File: config.mk
export PLATFORM = sky130hd
export DESIGN_NAME = fully_assoc_cache_tag_lookup_core
export DESIGN_NICKNAME = d
export VERILOG_FILES = /design/src/rtl/facl_pkg.sv /design/src/rtl/fully_assoc_cache_tag_lookup_core.sv
export VERILOG_INCLUDE_DIRS = /design/src /design/src/rtl
export SDC_FILE = /design/constraint.sdc
export NUM_CORES = 2
export LEC_CHECK = 0
export BUFFER_PORTS_ARGS = -buffer_cell sky130_fd_sc_hd__buf_4
export CAP_MARGIN = 20
export CORE_MARGIN = 2
export CORE_UTILIZATION = 45
export CTS_CLUSTER_SIZE = 40
export DETAILED_ROUTE_END_ITERATION = 10
export PLACE_DENSITY_LB_ADDON = 0.2
export SYNTH_ARGS = -nofsm -noshare
export SYNTH_HDL_FRONTEND = slang
export SYNTH_SLANG_ARGS = --single-unit
export TNS_END_PERCENT = 5
File: constraint.sdc
create_clock -name clk -period 8.67 [get_ports clk]
set_input_delay 0.4335 -clock clk [delete_from_list [all_inputs] [get_ports clk]]
set_output_delay 0.4335 -clock clk [all_outputs]
set_load 0.1 [all_outputs]
File: src/rtl/fully_assoc_cache_tag_lookup_core_macros.svh
// ----------------------------------------------------------------------------
// Assertion macros for the fully associative cache tag lookup core.
// The checks compile to nothing when SYNTH is defined.
// ----------------------------------------------------------------------------
`ifndef FULLY_ASSOC_CACHE_TAG_LOOKUP_CORE_MACROS_SVH
`define FULLY_ASSOC_CACHE_TAG_LOOKUP_CORE_MACROS_SVH

`ifndef SYNTH

// The consequent must hold in the same cycle as the antecedent.
`define FACL_ASSERT_SAME(label, ante, cons) \
	label: assert property (@(posedge clk) disable iff (!arst_n) (ante) |-> (cons)) \
		else $error("facl assertion failed");

// The consequent must hold in the cycle after the antecedent.
`define FACL_ASSERT_NEXT(label, ante, cons) \
	label: assert property (@(posedge clk) disable iff (!arst_n) (ante) |=> (cons)) \
		else $error("facl assertion failed");

`else

`define FACL_ASSERT_SAME(label, ante, cons)
`define FACL_ASSERT_NEXT(label, ante, cons)

`endif

`endif

File: src/rtl/facl_pkg.sv
// ----------------------------------------------------------------------------
// facl_pkg
// Shared constants for the fully associative cache tag lookup core: default
// geometry and the fixed widths of the item fields.
// ----------------------------------------------------------------------------
package facl_pkg;

	// Default geometry.
	localparam int NUM_LINES_DEF   = 16;
	localparam int OFFSET_BITS_DEF = 4;
	localparam int ADDR_BITS_DEF   = 32;

	// Fixed field widths of the input and result items.
	localparam int ADDR_W     = 32;
	localparam int LINE_IDX_W = 4;
	localparam int VICTIM_W   = 28;
	localparam int COUNT_W    = 32;

endpackage

File: src/rtl/fully_assoc_cache_tag_lookup_core.sv
// ----------------------------------------------------------------------------
// fully_assoc_cache_tag_lookup_core
// Datapath: the input register, then the compare and update, then the result register.
// Throughput: one item per cycle while out_ready does not hold the result register full.
// Reset: arst_n clears all lines to invalid, recency ranks and both counters.
// ----------------------------------------------------------------------------
`include "fully_assoc_cache_tag_lookup_core_macros.svh"

module fully_assoc_cache_tag_lookup_core #(
	parameter int NUM_LINES   = facl_pkg::NUM_LINES_DEF,
	parameter int OFFSET_BITS = facl_pkg::OFFSET_BITS_DEF,
	parameter int ADDR_BITS   = facl_pkg::ADDR_BITS_DEF
) (
	input  logic                            clk,
	input  logic                            arst_n,
	// Input channel.
	input  logic                            in_valid,
	output logic                            in_ready,
	input  logic [facl_pkg::ADDR_W-1:0]     address,
	// Result channel.
	output logic                            out_valid,
	input  logic                            out_ready,
	output logic                            hit,
	output logic                            filled_free,
	output logic                            evicted,
	output logic [facl_pkg::LINE_IDX_W-1:0] line_index,
	output logic [facl_pkg::VICTIM_W-1:0]   victim_tag,
	output logic [facl_pkg::COUNT_W-1:0]    hit_total,
	output logic [facl_pkg::COUNT_W-1:0]    access_total
);

	localparam int TAG_W  = ADDR_BITS - OFFSET_BITS;
	localparam int LIDX_W = $clog2(NUM_LINES);
	localparam int RANK_W = $clog2(NUM_LINES);
	localparam logic [RANK_W-1:0] RANK_MAX = RANK_W'(NUM_LINES - 1);

	// Input stage.
	logic                 valid_s1;
	logic [ADDR_BITS-1:0] addr_s1;
	logic [TAG_W-1:0]     tag_s1;
	logic                 advance_s1;

	// Line state.
	logic [NUM_LINES-1:0] line_valid_q;
	logic [TAG_W-1:0]     line_tag_q [NUM_LINES];
	logic [RANK_W-1:0]    rank_q     [NUM_LINES];
	logic [RANK_W-1:0]    rank_d     [NUM_LINES];
	logic [facl_pkg::COUNT_W-1:0] hit_cnt_q;
	logic [facl_pkg::COUNT_W-1:0] acc_cnt_q;

	// Lookup results.
	logic [NUM_LINES-1:0] hit_vec;
	logic [NUM_LINES-1:0] free_vec;
	logic [NUM_LINES-1:0] oldest_vec;
	logic                 any_hit;
	logic                 any_free;
	logic [LIDX_W-1:0]    hit_idx;
	logic [LIDX_W-1:0]    free_idx;
	logic [LIDX_W-1:0]    old_idx;
	logic [LIDX_W-1:0]    sel_idx;
	logic                 age_all;
	logic [RANK_W-1:0]    old_rank;
	logic [TAG_W-1:0]     victim_d;

	// Result register.
	logic                           out_valid_q;
	logic                           hit_q;
	logic                           filled_q;
	logic                           evicted_q;
	logic [facl_pkg::LINE_IDX_W-1:0] line_index_q;
	logic [facl_pkg::VICTIM_W-1:0]  victim_tag_q;
	logic [facl_pkg::COUNT_W-1:0]   hit_total_q;
	logic [facl_pkg::COUNT_W-1:0]   access_total_q;
	logic [2:0]                     kind_vec;

	// Handshake: the input stage moves on whenever the result register is free or drains.
	assign advance_s1 = valid_s1 && (!out_valid_q || out_ready);
	assign in_ready   = !valid_s1 || advance_s1;

	// The tag drops the offset bits of the address, limited to the configured width.
	assign tag_s1 = addr_s1[ADDR_BITS-1:OFFSET_BITS];

	// Input register.
	always_ff @(posedge clk or negedge arst_n) begin
		if (!arst_n) begin
			valid_s1 <= 1'b0;
		end else if (in_ready) begin
			valid_s1 <= in_valid;
		end
	end

	always_ff @(posedge clk) begin
		if (in_valid && in_ready) begin
			addr_s1 <= ADDR_BITS'(address);
		end
	end

	// Parallel compare across all lines, with lowest-index priority picks.
	always_comb begin
		hit_idx  = '0;
		free_idx = '0;
		old_idx  = '0;
		for (int i = 0; i < NUM_LINES; i++) begin
			hit_vec[i]    = line_valid_q[i] && (line_tag_q[i] == tag_s1);
			free_vec[i]   = !line_valid_q[i];
			oldest_vec[i] = rank_q[i] == RANK_MAX;
		end
		for (int i = NUM_LINES - 1; i >= 0; i--) begin
			if (hit_vec[i]) begin
				hit_idx = LIDX_W'(i);
			end
			if (free_vec[i]) begin
				free_idx = LIDX_W'(i);
			end
			if (oldest_vec[i]) begin
				old_idx = LIDX_W'(i);
			end
		end
		any_hit  = |hit_vec;
		any_free = |free_vec;
	end

	// Pick the line: the hit, else the first free line, else the least recently used.
	always_comb begin
		if (any_hit) begin
			sel_idx = hit_idx;
		end else if (any_free) begin
			sel_idx = free_idx;
		end else begin
			sel_idx = old_idx;
		end
		age_all  = !any_hit && any_free;
		old_rank = rank_q[sel_idx];
		victim_d = (!any_hit && !any_free) ? line_tag_q[sel_idx] : '0;
	end

	// Recency update: the chosen line becomes youngest; younger valid lines age, on a fill all valid lines.
	always_comb begin
		for (int i = 0; i < NUM_LINES; i++) begin
			if (LIDX_W'(i) == sel_idx) begin
				rank_d[i] = '0;
			end else if (line_valid_q[i] && (age_all || rank_q[i] < old_rank)) begin
				rank_d[i] = rank_q[i] + RANK_W'(1);
			end else begin
				rank_d[i] = rank_q[i];
			end
		end
	end

	// Line valid bits, recency ranks and counters.
	always_ff @(posedge clk or negedge arst_n) begin
		if (!arst_n) begin
			line_valid_q <= '0;
			hit_cnt_q    <= '0;
			acc_cnt_q    <= '0;
			for (int i = 0; i < NUM_LINES; i++) begin
				rank_q[i] <= '0;
			end
		end else if (advance_s1) begin
			rank_q    <= rank_d;
			acc_cnt_q <= acc_cnt_q + facl_pkg::COUNT_W'(1);
			if (any_hit) begin
				hit_cnt_q <= hit_cnt_q + facl_pkg::COUNT_W'(1);
			end else begin
				line_valid_q[sel_idx] <= 1'b1;
			end
		end
	end

	// Tag storage is written on every miss.
	always_ff @(posedge clk) begin
		if (advance_s1 && !any_hit) begin
			line_tag_q[sel_idx] <= tag_s1;
		end
	end

	// Result register valid.
	always_ff @(posedge clk or negedge arst_n) begin
		if (!arst_n) begin
			out_valid_q <= 1'b0;
		end else if (advance_s1) begin
			out_valid_q <= 1'b1;
		end else if (out_ready) begin
			out_valid_q <= 1'b0;
		end
	end

	// Result register payload.
	always_ff @(posedge clk) begin
		if (advance_s1) begin
			hit_q          <= any_hit;
			filled_q       <= age_all;
			evicted_q      <= !any_hit && !any_free;
			line_index_q   <= facl_pkg::LINE_IDX_W'(sel_idx);
			victim_tag_q   <= facl_pkg::VICTIM_W'(victim_d);
			hit_total_q    <= any_hit ? hit_cnt_q + facl_pkg::COUNT_W'(1) : hit_cnt_q;
			access_total_q <= acc_cnt_q + facl_pkg::COUNT_W'(1);
		end
	end

	assign out_valid    = out_valid_q;
	assign hit          = hit_q;
	assign filled_free  = filled_q;
	assign evicted      = evicted_q;
	assign line_index   = line_index_q;
	assign victim_tag   = victim_tag_q;
	assign hit_total    = hit_total_q;
	assign access_total = access_total_q;

	assign kind_vec = {hit_q, filled_q, evicted_q};

	// Every result is exactly one of hit, fill or eviction.
	`FACL_ASSERT_SAME(a_one_kind, out_valid_q, $onehot(kind_vec))
	// With every line valid, exactly one line holds the oldest rank.
	`FACL_ASSERT_SAME(a_one_oldest, &line_valid_q, $onehot(oldest_vec))
	// Each item that leaves the input stage bumps the access counter by one.
	`FACL_ASSERT_NEXT(a_acc_count, advance_s1, acc_cnt_q == $past(acc_cnt_q) + 1)
	// A victim tag is reported only on an eviction.
	`FACL_ASSERT_SAME(a_victim_zero, out_valid_q && !evicted_q, victim_tag_q == '0)

endmodule
==> summary.txt <==
Pwr
  – Power, Total: 17760 uW
  – Pwr/cell area: 418.3 mW/mm^2
  – Worst VDD drop: 0.8962 mV
  – Static Leakage: 0.01517 uW

Die
  – Core Region: 0.08198 mm^2
  – Die width: 291.6 um
  – # IOs: 137
  – Starting density of the core: 45.40%
  – Die Area: 0.08502 mm^2
  – DIE HEIGHT: 291.6 um
  – Core Rows: 105

Placed design
  – IO Port Bufs: 132
  – Post-DP HPWL: 87730 um
  – Placer Congestion: 0.9748

STA
  – RSZ-0062 raised after global routing: no
  – Worst Clk Skew: 0.02553 ns
  – Slew @ Worst Pin: 1.100 ns
  – Tcrit/Tclk final: 88.05%
  – Worst hold slack: 0.1155 ns
  – Final Hold Fails: 0
  – Minimum clock period: 7.634 ns
  – Worst slew margin: 26.41%
  – Max Slew Vio Count: 0
  – Maximum clock rate: 0.1310 GHz
  – Final setup vio count: 0
  – Setup tns final: 0 ns

Yosys
  – Largest area contributor in the netlist: edfxtp_1
  – Cells after Synth: 3172
  – Most numerous cell in the Yosys netlist: edfxtp_1
  – Sequential fraction of the synthesis area: 56.21%
  – Top_reg_cell synth: edfxtp_1
  – Yosys synthesis warning count: 0
  – Ranking of synthesized cells by area: edfxtp_1 46%, dfrtp_1 9.8%, xnor2_1 9.6%
  – Post-synth EDFFs: 575
  – Seq cells post-synth: 721
  – Synth cell types: 83
  – Top cells by count, synth: 575 x edfxtp_1, 406 x xnor2_1, 217 x nand2_1
  – Post-Syn Area: 0.03722 mm^2
  – Post-synth top area share: 46.39%
  – Synth async-reset ratio: 20.25%
  – Syn nets: 3274
  – Mean Syn Cell Area: 11.73 um^2

CTS
  – Clk root buf: clkbuf_16
  – Setup bufs post-CTS: 0
  – Worst-path clk slew: 0.06 ns
  – Clock buffer count from CTS: 79
  – Post-CTS Resized: 0
  – CTS tree: built
  – Max H-tree Level: 3
  – Clk_lat worst skew: 0.64 ns
  – Clock Path Buffers: 3
  – # clock sinks: 721
  – CTS Hold Buffers Added: 30

Global route
  – Tot GR Track Use: 28.87%
  – Number of antenna violations at the first check in global routing: 3
  – First-pass GRT wire length: 182000 um
  – Largest net degree at the start of global routing: 120
  – Vias in the first global route: 27030
  – GRT overflow: 0

Drt
  – Final WL: 124700 um
  – Vias: 27850
  – Router iterations before antenna repair: 6
  – Antenna Violating Nets Remaining: 0
  – Routed vias/inst: 6.236
  – DRC viols: 0
  – Iter 0 DRT Violations: 3292
  – Wire per inst: 27.92 um

Worst setup path
  – CP max-delay cell: edfxtp_1
  – Arr. time, crit path: 8.14 ns
  – Crit end category: register
  – Critical path required time: 9.18 ns
  – Startpoint type of the worst setup path: register
  – Critical Path Max Stage Delay: 0.88 ns
  – Max FO, Critical Path: 17
  – Crit path kind: register to register
  – Crit-path cells: buf_4 -> xnor2_1 -> nand4_1 -> nor4_1 -> and3_1 -> nand2_1 -> a311oi_1 -> o21ai_0 -> nand2_1 -> o21ai_4 -> inv_1 -> nor2_1 -> nor3_1 -> o22ai_1 -> a211o_1 -> ha_1 -> o21a_1 -> nor2_1 -> o21a_1 -> a31oi_1 -> inv_1 -> a41o_1 -> and3_1 -> mux2_2

Worst hold path
  – Worst min path class: input pin to register

Final layout
  – Filler cells: 7091
  – Layout area overhead: 14.10%
  – Number of diodes: 0
  – Layout cells sized above 1: 11.87%
  – Nets: 3439

Flow run
  – Max cap viols: 0

Outcome
  – Status: finished, final reports clean
==> cell type report <==
type	instances	area (um^2)	area share [%]
Clock buffer	95	2088	4.918
Clock inverter	45	367.9	0.8663
Inverter	77	294.0	0.6924
Multi-Input combinational cell	2205	15360	36.16
Sequential cell	721	20920	49.26
Tap cell	1070	1339	3.153
Timing Repair Buffer	253	2098	4.941
==> metal layers <==
layer	routed length, um	track usage, %	up-vias	share of wire, %
met5	13	0	-	0.010
met4	6707	14.19	2	5.4
met3	9542	4.575	273	7.7
met2	57300	45.41	1350	46
met1	51120	39.02	13960	41
li1	-	-	12270	-
==> power breakdown <==
group	total, uW	leakage, uW	internal, uW	switching [uW]
logic	9540	0.00686	2940	6590
registers	4950	0.00709	4380	569
clock network	3270	0.00121	1860	1410
==> through the flow <==
stage	setup WS, ns	util [%]	cell area, um^2	instances
2_1_floorplan	2.290	-	37220	3172
3_3_place_gp	1.375	48.40	39680	4295
3_5_place_dp	1.237	48.40	39680	4295
4_1_cts	1.231	51.77	42440	4465
5_1_grt	0.8430	51.80	42460	4466
6_report	1.036	51.80	42460	4466
==> final timing paths <==
kind	from	to	slack, ns	cells after the start
max	addr_s1[27]	rank_q[60]	1.04	24
min	out_ready	out_valid	0.12	3
max reg2reg	addr_s1[27]	rank_q[60]	1.04	24
min reg2reg	acc_cnt_q[13]	acc_cnt_q[13]	0.47	1
max in group asynchronous	arst_n	hit_cnt_q[6]	7.16	4
min in group asynchronous	arst_n	hit_cnt_q[28]	0.41	2
==> worst max-delay path, delay by kind of cell (launching register included) <==
kind            cells  cell delay [ns]
compound gates      9             2.84
simple gates        9             1.93
buf+inv             3             0.93
flops               1             0.88
fa+ha+maj           1             0.49
mux                 1             0.26
xor+xnor            1             0.18
==> cell families (layout without fill, tap and decap cells) <==
| kind of cell | after synthesis | after routing | synth area share (%) |
|---|---|---|---|
| buffers and inverters | 246 | 470 | 2.844 |
| multiplexers | 16 | 16 | 0.4572 |
| XOR/XNOR | 568 | 568 | 13.41 |
| AO/OA/AOI/OAI | 618 | 618 | 11.53 |
| AND/OR/NAND/NOR | 937 | 937 | 13.33 |
| flip-flops | 721 | 721 | 56.21 |
| adder cells (fa/ha/maj) | 66 | 66 | 2.219 |
==> sequential cells by signal, indices dropped and copies added (netlist names), 4 cells and up <==
| register | count |
|---|---|
| acc_cnt_q | 32 |
| hit_cnt_q | 32 |
| hit_total | 32 |
| rank_q | 64 |
| line_valid_q | 16 |
| access_total | 32 |
| victim_tag | 28 |
| line_tag_q | 448 |
| line_index | 4 |
| addr_s1 | 28 |
==> layout by cell type (no fill, tap or decap), drive strengths merged, types with 38 or more instances in the layout <==
cell type and n:
a21oi 147, a22o 38, a22oi 175, and3 39
buf 223, clkbuf 95, dfrtp 146, edfxtp 575
ha 66, inv 79, nand2 218, nand3 103
nand4 169, nor2 126, nor4 80, o21ai 60
xnor2 408, xor2 160
(Power assumes the default switching activity.)
